===== config.mk =====
export PLATFORM = sky130hd
export DESIGN_NAME = cpg_methylation_counter_core
export DESIGN_NICKNAME = d
export VERILOG_FILES = /design/src/rtl/cmc_pkg.sv /design/src/rtl/cmc_in_reg.sv /design/src/rtl/cmc_site_logic.sv /design/src/rtl/cmc_counters.sv /design/src/rtl/cpg_methylation_counter_core.sv
export SDC_FILE = /design/constraint.sdc
export NUM_CORES = 1
export LEC_CHECK = 0
export BUFFER_PORTS_ARGS = -buffer_cell sky130_fd_sc_hd__clkbuf_2
export CAP_MARGIN = 25
export CORE_MARGIN = 10
export CORE_UTILIZATION = 38
export CTS_CLUSTER_SIZE = 8
export DETAILED_ROUTE_END_ITERATION = 12
export PLACE_DENSITY = 0.58
export SYNTH_ARGS = -nofsm -noshare
export SYNTH_HDL_FRONTEND = slang
export SYNTH_SLANG_ARGS = --single-unit
export TNS_END_PERCENT = 20

===== constraint.sdc =====
create_clock -name i_clk -period 4.9 [get_ports i_clk]
set_input_delay 0.735 -clock i_clk [delete_from_list [all_inputs] [get_ports i_clk]]
set_output_delay 0.735 -clock i_clk [all_outputs]
set_load 0.005 [all_outputs]

===== src/rtl/cmc_pkg.sv =====
// shared types, constants and helpers for the cpg methylation counter
`timescale 1ns / 1ps

package cmc_pkg;

    localparam int BASE_W  = 2;
    localparam int READ_W  = 16;
    localparam int THR_W   = 17;
    localparam int CNT_W   = 32;
    localparam int INC_W   = 2;

    // reference base codes, code three reads as other
    localparam logic [BASE_W-1:0] BASE_OTHER = 2'd0;
    localparam logic [BASE_W-1:0] BASE_C     = 2'd1;
    localparam logic [BASE_W-1:0] BASE_G     = 2'd2;

    // one input beat
    typedef struct packed {
        logic [BASE_W-1:0] base;
        logic [READ_W-1:0] meth_reads;
        logic [READ_W-1:0] unmeth_reads;
        logic              seq_end;
    } t_item;

    // per-beat counter increments, at most two single sites per beat
    typedef struct packed {
        logic [INC_W-1:0] single_total;
        logic [INC_W-1:0] single_meth;
        logic [INC_W-1:0] single_unmeth;
        logic             pair_total;
        logic             pair_meth;
        logic             pair_unmeth;
    } t_inc;

    // the six running counters
    typedef struct packed {
        logic [CNT_W-1:0] single_total;
        logic [CNT_W-1:0] single_meth;
        logic [CNT_W-1:0] single_unmeth;
        logic [CNT_W-1:0] pair_total;
        logic [CNT_W-1:0] pair_meth;
        logic [CNT_W-1:0] pair_unmeth;
    } t_counts;

    // saturating add of a small increment
    function automatic logic [CNT_W-1:0] sat_add(input logic [CNT_W-1:0] cnt,
                                                 input logic [INC_W-1:0] inc);
        logic [CNT_W:0] sum;
        sum = {1'b0, cnt} + {{(CNT_W+1-INC_W){1'b0}}, inc};
        if (sum[CNT_W]) begin
            return {CNT_W{1'b1}};
        end
        return sum[CNT_W-1:0];
    endfunction

endpackage


===== src/rtl/cmc_in_reg.sv =====
// input register stage with stall toward the upstream side
`timescale 1ns / 1ps

module cmc_in_reg (
    input  logic          i_clk,
    input  logic          i_rst_n,
    input  logic          i_valid,
    output logic          o_stall,
    input  cmc_pkg::t_item i_item,
    input  logic          i_out_free,
    output cmc_pkg::t_item o_item,
    output logic          o_move
);
    import cmc_pkg::*;

    logic  r_valid;
    logic  n_valid;
    t_item r_item;
    logic  load;

    // stage moves on when the result side can take it
    assign o_move  = r_valid && i_out_free;
    assign o_stall = r_valid && !i_out_free;
    assign load    = i_valid && !o_stall;
    assign o_item  = r_item;

    // next valid
    always_comb begin
        n_valid = r_valid;
        if (load) begin
            n_valid = 1'b1;
        end else if (o_move) begin
            n_valid = 1'b0;
        end
    end

    // control
    always_ff @(posedge i_clk) begin
        if (!i_rst_n) begin
            r_valid <= 1'b0;
        end else begin
            r_valid <= n_valid;
        end
    end

    // payload
    always_ff @(posedge i_clk) begin
        if (load) begin
            r_item <= i_item;
        end
    end

endmodule


===== src/rtl/cmc_site_logic.sv =====
// pending c tracking and site classification for one beat
`timescale 1ns / 1ps

module cmc_site_logic (
    input  logic                      i_clk,
    input  logic                      i_rst_n,
    input  cmc_pkg::t_item            i_item,
    input  logic                      i_move,
    input  logic [cmc_pkg::THR_W-1:0] i_call_thr,
    output cmc_pkg::t_inc             o_inc
);
    import cmc_pkg::*;

    logic              r_pend;
    logic [READ_W-1:0] r_pend_meth;
    logic [READ_W-1:0] r_pend_unmeth;
    logic              n_pend;

    logic              is_c;
    logic              is_g;
    logic              pair;
    logic              pend_single;
    logic              cur_single;
    logic [THR_W-1:0]  sum_meth;
    logic [THR_W-1:0]  sum_unmeth;
    logic [THR_W-1:0]  pm_ext;
    logic [THR_W-1:0]  pu_ext;
    logic [THR_W-1:0]  cm_ext;
    logic [THR_W-1:0]  cu_ext;
    logic              ps_meth;
    logic              ps_unmeth;
    logic              cs_meth;
    logic              cs_unmeth;
    logic              pr_meth;
    logic              pr_unmeth;

    // decode the base and the kind of site it closes
    assign is_c        = (i_item.base == BASE_C);
    assign is_g        = (i_item.base == BASE_G);
    assign pair        = r_pend && is_g;
    assign pend_single = r_pend && !is_g;
    assign cur_single  = !pair && (is_g || (is_c && i_item.seq_end));
    assign n_pend      = is_c && !i_item.seq_end;

    // read counts widened to threshold width
    assign pm_ext     = {1'b0, r_pend_meth};
    assign pu_ext     = {1'b0, r_pend_unmeth};
    assign cm_ext     = {1'b0, i_item.meth_reads};
    assign cu_ext     = {1'b0, i_item.unmeth_reads};
    assign sum_meth   = pm_ext + cm_ext;
    assign sum_unmeth = pu_ext + cu_ext;

    // methylated first, unmethylated only if that fails
    assign ps_meth   = pm_ext >= i_call_thr;
    assign ps_unmeth = !ps_meth && (pu_ext >= i_call_thr);
    assign cs_meth   = cm_ext >= i_call_thr;
    assign cs_unmeth = !cs_meth && (cu_ext >= i_call_thr);
    assign pr_meth   = sum_meth >= i_call_thr;
    assign pr_unmeth = !pr_meth && (sum_unmeth >= i_call_thr);

    // increments for the counters
    always_comb begin
        o_inc.single_total  = {1'b0, pend_single} + {1'b0, cur_single};
        o_inc.single_meth   = {1'b0, pend_single && ps_meth}
                            + {1'b0, cur_single && cs_meth};
        o_inc.single_unmeth = {1'b0, pend_single && ps_unmeth}
                            + {1'b0, cur_single && cs_unmeth};
        o_inc.pair_total    = pair;
        o_inc.pair_meth     = pair && pr_meth;
        o_inc.pair_unmeth   = pair && pr_unmeth;
    end

    // pending c flag
    always_ff @(posedge i_clk) begin
        if (!i_rst_n) begin
            r_pend <= 1'b0;
        end else if (i_move) begin
            r_pend <= n_pend;
        end
    end

    // pending c read counts
    always_ff @(posedge i_clk) begin
        if (i_move && n_pend) begin
            r_pend_meth   <= i_item.meth_reads;
            r_pend_unmeth <= i_item.unmeth_reads;
        end
    end

endmodule


===== src/rtl/cmc_counters.sv =====
// saturating site counters, which also serve as the result register
`timescale 1ns / 1ps

module cmc_counters (
    input  logic             i_clk,
    input  logic             i_rst_n,
    input  logic             i_move,
    input  cmc_pkg::t_inc    i_inc,
    input  logic             i_stall,
    output cmc_pkg::t_counts o_counts,
    output logic             o_valid,
    output logic             o_out_free
);
    import cmc_pkg::*;

    t_counts r_cnt;
    t_counts n_cnt;
    logic    r_valid;
    logic    n_valid;

    assign o_counts   = r_cnt;
    assign o_valid    = r_valid;
    assign o_out_free = !r_valid || !i_stall;

    // next counter values
    always_comb begin
        n_cnt.single_total  = sat_add(r_cnt.single_total,  i_inc.single_total);
        n_cnt.single_meth   = sat_add(r_cnt.single_meth,   i_inc.single_meth);
        n_cnt.single_unmeth = sat_add(r_cnt.single_unmeth, i_inc.single_unmeth);
        n_cnt.pair_total    = sat_add(r_cnt.pair_total,    {1'b0, i_inc.pair_total});
        n_cnt.pair_meth     = sat_add(r_cnt.pair_meth,     {1'b0, i_inc.pair_meth});
        n_cnt.pair_unmeth   = sat_add(r_cnt.pair_unmeth,   {1'b0, i_inc.pair_unmeth});
    end

    // result valid
    always_comb begin
        n_valid = r_valid;
        if (i_move) begin
            n_valid = 1'b1;
        end else if (!i_stall) begin
            n_valid = 1'b0;
        end
    end

    // counters and valid
    always_ff @(posedge i_clk) begin
        if (!i_rst_n) begin
            r_cnt   <= '0;
            r_valid <= 1'b0;
        end else begin
            r_valid <= n_valid;
            if (i_move) begin
                r_cnt <= n_cnt;
            end
        end
    end

    // a site is never called more often than it is counted
    a_single_le_total: assert property (@(posedge i_clk) disable iff (!i_rst_n)
        ({1'b0, r_cnt.single_meth} + {1'b0, r_cnt.single_unmeth})
            <= {1'b0, r_cnt.single_total})
        else $error("single site calls exceed single site count");

    a_pair_le_total: assert property (@(posedge i_clk) disable iff (!i_rst_n)
        ({1'b0, r_cnt.pair_meth} + {1'b0, r_cnt.pair_unmeth})
            <= {1'b0, r_cnt.pair_total})
        else $error("cpg calls exceed cpg count");

    // at most one cpg closes per beat
    a_pair_step: assert property (@(posedge i_clk) disable iff (!i_rst_n)
        $past(i_rst_n) |-> ((r_cnt.pair_total - $past(r_cnt.pair_total)) <= 1))
        else $error("cpg count stepped by more than one");

    // counters move only with a beat into the result register
    a_hold: assert property (@(posedge i_clk) disable iff (!i_rst_n)
        !i_move |=> $stable(r_cnt))
        else $error("counters changed without a beat");

endmodule


===== src/rtl/cpg_methylation_counter_core.sv =====
// top level of the cpg methylation counter
//
//  channel   dir  handshake                 payload
//  input     in   i_valid / o_stall         i_base, i_meth_reads, i_unmeth_reads, i_seq_end
//  result    out  o_valid / i_stall         o_single_*, o_pair_* (32 bits each)
//  config    in   i_cfg_valid / o_cfg_ready i_cfg_data (call threshold, 17 bits)
//
// one beat per cycle while no stall holds the flow; a result passes through
// the input register, then the counter register that holds the result
// reset clears the pending c, the six counters and the call threshold
// a stalled result holds the counters; the input register still takes one beat
// config is always ready; the user must write it only while the block is idle (not enforced)
`timescale 1ns / 1ps

module cpg_methylation_counter_core (
    input  logic                          i_clk,
    input  logic                          i_rst_n,
    input  logic                          i_valid,
    output logic                          o_stall,
    input  logic [cmc_pkg::BASE_W-1:0]    i_base,
    input  logic [cmc_pkg::READ_W-1:0]    i_meth_reads,
    input  logic [cmc_pkg::READ_W-1:0]    i_unmeth_reads,
    input  logic                          i_seq_end,
    output logic                          o_valid,
    input  logic                          i_stall,
    output logic [cmc_pkg::CNT_W-1:0]     o_single_total,
    output logic [cmc_pkg::CNT_W-1:0]     o_single_meth,
    output logic [cmc_pkg::CNT_W-1:0]     o_single_unmeth,
    output logic [cmc_pkg::CNT_W-1:0]     o_pair_total,
    output logic [cmc_pkg::CNT_W-1:0]     o_pair_meth,
    output logic [cmc_pkg::CNT_W-1:0]     o_pair_unmeth,
    input  logic                          i_cfg_valid,
    output logic                          o_cfg_ready,
    input  logic [cmc_pkg::THR_W-1:0]     i_cfg_data
);
    import cmc_pkg::*;

    logic [THR_W-1:0] r_call_thr;
    t_item            in_item;
    t_item            s1_item;
    logic             s1_move;
    logic             out_free;
    t_inc             inc;
    t_counts          counts;

    // config register
    assign o_cfg_ready = 1'b1;

    always_ff @(posedge i_clk) begin
        if (!i_rst_n) begin
            r_call_thr <= '0;
        end else if (i_cfg_valid && o_cfg_ready) begin
            r_call_thr <= i_cfg_data;
        end
    end

    // input beat
    assign in_item.base         = i_base;
    assign in_item.meth_reads   = i_meth_reads;
    assign in_item.unmeth_reads = i_unmeth_reads;
    assign in_item.seq_end      = i_seq_end;

    cmc_in_reg u_in_reg (
        .i_clk      (i_clk),
        .i_rst_n    (i_rst_n),
        .i_valid    (i_valid),
        .o_stall    (o_stall),
        .i_item     (in_item),
        .i_out_free (out_free),
        .o_item     (s1_item),
        .o_move     (s1_move)
    );

    cmc_site_logic u_site_logic (
        .i_clk       (i_clk),
        .i_rst_n     (i_rst_n),
        .i_item      (s1_item),
        .i_move      (s1_move),
        .i_call_thr  (r_call_thr),
        .o_inc       (inc)
    );

    cmc_counters u_counters (
        .i_clk      (i_clk),
        .i_rst_n    (i_rst_n),
        .i_move     (s1_move),
        .i_inc      (inc),
        .i_stall    (i_stall),
        .o_counts   (counts),
        .o_valid    (o_valid),
        .o_out_free (out_free)
    );

    // result beat
    assign o_single_total  = counts.single_total;
    assign o_single_meth   = counts.single_meth;
    assign o_single_unmeth = counts.single_unmeth;
    assign o_pair_total    = counts.pair_total;
    assign o_pair_meth     = counts.pair_meth;
    assign o_pair_unmeth   = counts.pair_unmeth;

endmodule

* Yosys cells after proc, flatten, opt, wreduce, memory -nomap -nowiden
Index checks and enable logic that the tools add are counted.
** Cells by class
- $lt $le $gt $ge :: 6
- Equal/unequal tests :: 3
- Reduce and logical (&&, ||, !) cells :: 31
- Add/sub/neg operators :: 11
- Mux-type cells :: 22
** Operators with widths (count)
- 32-bit two-way mux :: 12
- 32-bit by 1-bit adder with 33-bit output :: 3
- 32-bit by 2-bit adder with 33-bit output :: 3
- 16-bit by 17-bit >= comparator with 1-bit output :: 4
- 16-bit by 16-bit adder with 17-bit output :: 2
- 17-bit >= comparator :: 2
- 1-bit logical AND :: 18
- 1-bit logical NOT :: 10
- 1-bit two-way mux :: 10
- 1-bit by 1-bit adder with 2-bit output :: 3
- 2-bit by 1-bit equality test with 1-bit output (second input constant) :: 1
- 2-bit equality test (second input constant) :: 1
- 1-bit logical OR :: 2
- 2-bit by 1-bit != test with 1-bit output (second input constant) :: 1
- 2-bit nonzero test :: 1
** Word-level totals
- Output and inout bits :: 195
- Bits in registers :: 279
- Input bits :: 57

* Depth between registers and ports, before layout
- Depth in word-level cells :: 9
- Gate-level depth with buffers :: 24
- Gate-level depth less buffers :: 22

* Modules after synthesis
Synthesis repeated with hierarchy kept, for this count alone.
** Unflattened totals
- Cell total of the unflattened synthesis :: 1674
- Area total of the unflattened synthesis :: 15675.0 um^2
** By module, submodules not included
- cmc_counters :: area each 9217.6 um^2, instances 1, sequential area each 3863.7 um^2, cells an instance 1073
- cmc_site_logic :: area each 4689.5 um^2, instances 1, sequential area each 980.9 um^2, cells an instance 505
- cmc_in_reg :: area each 1104.8 um^2, instances 1, sequential area each 1071.0 um^2, cells an instance 40
- cpg_methylation_counter_core :: area each 663.1 um^2, instances 1, sequential area each 340.3 um^2, cells an instance 56

* Least setup slack after synthesis
OpenSTA, ideal clock, no wires.
- Kind :: input -> register
- Start :: input i_stall
- End :: register u_site_logic.r_pend_meth[0], enable pin
- Stages on the path :: 3
- Path buffers :: 1
- Data arrival time :: 4.614 ns
- Setup slack :: -0.230 ns
- Data required time :: 4.384 ns
- Cells stage by stage :: a21bo_2 -> clkbuf_1 -> nor4b_1
** Between the ends
- Word-level cells in the longest chain between the ends :: 4
** RTL lines
- from (decl) :: line cpg_methylation_counter_core.sv:25 : input logic i_stall,
- 1-bit logical NOT :: line cmc_counters.sv:23 : assign o_out_free = !r_valid || !i_stall;
- 1-bit logical OR :: line cmc_counters.sv:23
- 1-bit logical AND :: line cmc_in_reg.sv:22 : assign o_move = r_valid && i_out_free;
- 1-bit logical AND :: line cmc_site_logic.sv:84 : if (i_move && n_pend) begin
- to (signal assigned) :: line cmc_site_logic.sv:85 : r_pend_meth <= i_item.meth_reads;
- to (decl) :: line cmc_site_logic.sv:15 : logic [READ_W-1:0] r_pend_meth;
Every way passes these cells.
A chain may end at the register's enable or synchronous reset.

* Final worst setup path
- Start :: register u_in_reg.r_item, in the netlist u_in_reg.o_item[17]
- End :: register u_counters.r_cnt, in the netlist u_counters.o_counts[41]
** Between the ends
- Word-level cells in the longest chain between the ends :: 6
** RTL lines
- from (decl) :: line cmc_in_reg.sv:18 : t_item r_item;
- from (signal assigned) :: line cmc_in_reg.sv:49 : r_item <= i_item;
- 16-bit by 16-bit adder with 17-bit output (*) :: line cmc_site_logic.sv:50 : assign sum_meth = pm_ext + cm_ext;
- 17-bit >= comparator (*) :: line cmc_site_logic.sv:58 : assign pr_meth = sum_meth >= i_call_thr;
- 1-bit logical AND (*) :: line cmc_site_logic.sv:69 : o_inc.pair_meth = pair && pr_meth;
- 32-bit by 1-bit adder with 33-bit output (*) :: line cmc_pkg.sv:49 : sum = {1'b0, cnt} + {{(CNT_W+1-INC_W){1'b0}}, inc};
- 1-bit two-way mux :: line cmc_pkg.sv:50 : if (sum[CNT_W]) begin
- 32-bit two-way mux (*) :: line cmc_pkg.sv:53 : return sum[CNT_W-1:0];
- to (signal assigned) :: line cmc_counters.sv:53 : r_cnt <= n_cnt;
- to (decl) :: line cmc_counters.sv:16 : t_counts r_cnt;
Mark *: on every way between the ends. The rest lies on a longest branch, timed or not.

==> results.cfg <==
[status]
status = completed

[placement]
dp.cells = 2402
portBuffers = 250
hpwlAfterDp_um = 33000
gp_congestion = 0.842
place_ws_ns = -0.260

[cts]
cts_max_path_buffers = 3
cts-htree-levels = 2
cts_num_sinks = 279
cts_tree = yes
clock_latency_ns = 0.57
clk_pin_slew_worst_paths_ns = 0.06
cts_buffers = 41
cts-root-buf = clkbuf_16

[timing]
setup_slack_ns = 0.251
tightestPinTransition_ns = 0.729
setup_viol = 0
fmax_mhz = 215
final-max-slew-violation-count = 0
rsz0062_at_grt = true
skew_ns = 0.0206
fin_crit_sh = 0.949
hold_violations = 0
relSlewSlack = 0.513
fin_crit_ns = 4.65

[final_layout]
mostFrequentLayoutCells = clkbuf_2, dfxtp_1, a21oi_1
drive_above_1_share = 0.223
final.fill_count = 3841
final_common_cell = clkbuf_2
syn2layout_area_growth_pct = 23.5
nets = 2127
stdcell_count = 2471

[worst_setup_path]
cp-end-kind = flip-flop
critPathKind = flip-flop to flip-flop
worst_ep_required_time_ns = 5.37
start_kind = flip-flop
reg2reg_to = u_counters.o_counts[41]
r2r_slack_ns = 0.25
reg2reg_from = u_in_reg.o_item[17]
rr_worst_depth = 22
path_max_fanout = 5
crit_start = u_in_reg.o_item[17]
crit_arrival_ns = 5.12

[yosys]
synth_area_um2 = 15300
synth_area_leaders = dfxtp_1, edfxtp_1, ha_1
ys_seq_elements = 279
yosysTopAreaCell = dfxtp_1
synth_cells = 1629
synth.distinct_cells = 75
synthesis.nets = 1830
ys_async_sr_fraction = 0
netlist.area_leader.share = 0.277
synth-edff-count = 67
synth-main-ff-cell = dfxtp_1
synth_area_per_cell_um2 = 9.39
yosysSeqAreaShare = 0.409
ys_warn_count = 0

[floorplanning]
design.core.area_um2 = 39700
die_w_um = 221
die_y_um = 221
die_area_um2 = 48700
initial_core_util = 0.385
rows = 73
io_pins = 252

[worst_hold_path]
hold_depth = 1
min_to = u_in_reg.o_item[29]
hold_path.class = input pin to flip-flop
hp-start = i_meth_reads[12]

[global_route]
grt_pass1_wl_um = 69400
grt_max_degree = 98
grt_pass1_vias = 13000
gr-total-overflow = 0
gr-usage-all-layers = 0.177
antenna_found_initial = 4

[route]
avgRoutedWirePerCell_um = 18.1
routed_wl_um = 44800
drc_errors = 0
vias = 13000
first_pass_iters = 5
final_antenna_net_count = 0
via_per_inst = 5.28
dr.first_iter.drc_count = 725

[power]
p_leak_uw = 0.00767
ir_worst_vdd_uv = 238
powerDensity_nw_per_um2 = 295

[job]
cap_viol_max_count = 0
[sequential cells by signal, summed over array words and instances (netlist names)]
signal and cells:
r_call_thr 17, u_counters.o_counts 192, u_counters.o_valid 1, u_in_reg.o_item 35, u_in_reg.r_valid 1, u_site_logic.r_pend 1, u_site_logic.r_pend_meth 16, u_site_logic.r_pend_unmeth 16
[worst max path at each step]
stage,end
global route,u_counters.o_counts[39]
global placement,u_counters.o_counts[28]
finish,u_counters.o_counts[41]
floorplan,u_counters.o_counts[10]
detailed placement,u_counters.o_counts[28]
CTS,u_counters.o_counts[16]
[cell type report]
class,instances,area [µm²],share of cell area
diodes,4,10.0,0.000530
clock buffers,55,1110,0.0587
clock inverters,4,70.1,0.00371
inverters,64,245,0.0130
multi-input cells,1230,8740,0.462
flip-flops and latches,279,6260,0.331
well taps,525,657,0.0347
repair buffers,310,1810,0.0959
[cell usage after synthesis, drive strengths merged, types with 8 or more instances]
cell type  number
a211oi          9
a21o           24
a21oi         203
a31oi          18
and2           10
and3           31
and4           20
buf             8
clkbuf         48
dfxtp         212
edfxtp         67
ha            139
inv            64
mux2i          24
nand2         117
nand2b         13
nand3          91
nand4          47
nor2          116
nor3           37
nor4           14
o21ai          42
or2             8
xnor2          78
xor2           89
[repair_timing]
item                       CTS  global route
setup endpoints to repair   60            64
setup buffers                0             3
hold buffers                 0             0
pin swaps                    3            19
resized for setup           13            31
cloned                       0             3
[cell families (layout without fill, tap and decap cells)]
family | after synthesis | after routing | share of synthesized area
adder cells (fa/ha/maj) | 144 | 144 | 0.120
other | 1 | 5 | 0.000245
buffers and inverters | 120 | 433 | 0.0330
flip-flops | 279 | 279 | 0.409
AND/OR/NAND/NOR | 527 | 527 | 0.176
AO/OA/AOI/OAI | 367 | 367 | 0.150
XOR/XNOR | 167 | 167 | 0.0956
multiplexers | 24 | 24 | 0.0157
[report_power, final]
part	internal (µW)	switching, µW	leakage [µW]
Clock	1570	1060	0.000569
Sequential	2400	29.1	0.00234
Combinational	220	296	0.00475
[stage by stage]
stage                     hold WS, ns  power [µW]  utilization  instance area (µm²)  setup TNS [ns]
after floorplan                 0.456        2790            -                15300               0
after global placement          0.477        2950        0.438                17400           -1.28
after detailed placement        0.488        2960        0.439                17500           -4.84
after CTS                       0.315        5640        0.470                18700               0
after global routing            0.325        5820        0.476                18900          -0.224
final                           0.346        5580        0.476                18900               0
[critical path: stages (launching register included)]
cell       delay (ns)
edfxtp_1         0.36
ha_2             0.19
inv_1            0.05
fa_2             0.34
nand2b_4         0.17
a21oi_4          0.14
o21ai_2          0.07
buf_4            0.14
o211ai_1         0.24
a2111o_1         0.19
o311ai_2         0.10
ha_1             0.31
a21o_1           0.12
a211o_1          0.13
a31oi_1          0.04
nor2_1           0.17
and3_4           0.26
ha_4             0.14
nand2_2          0.06
or4_4            0.57
or3_4            0.48
clkbuf_16        0.19
a31oi_1          0.12
[layer usage]
| layer | track usage | vias up | routed length [µm] |
|---|---|---|---|
| li1 | - | 6515 | - |
| met1 | 0.215 | 6229 | 19300 |
| met2 | 0.296 | 242 | 21600 |
| met3 | 0.0501 | 63 | 2810 |
| met4 | 0.0617 | 0 | 1070 |
| met5 | 0 | - | 0 |
(Power assumes the default switching activity.)
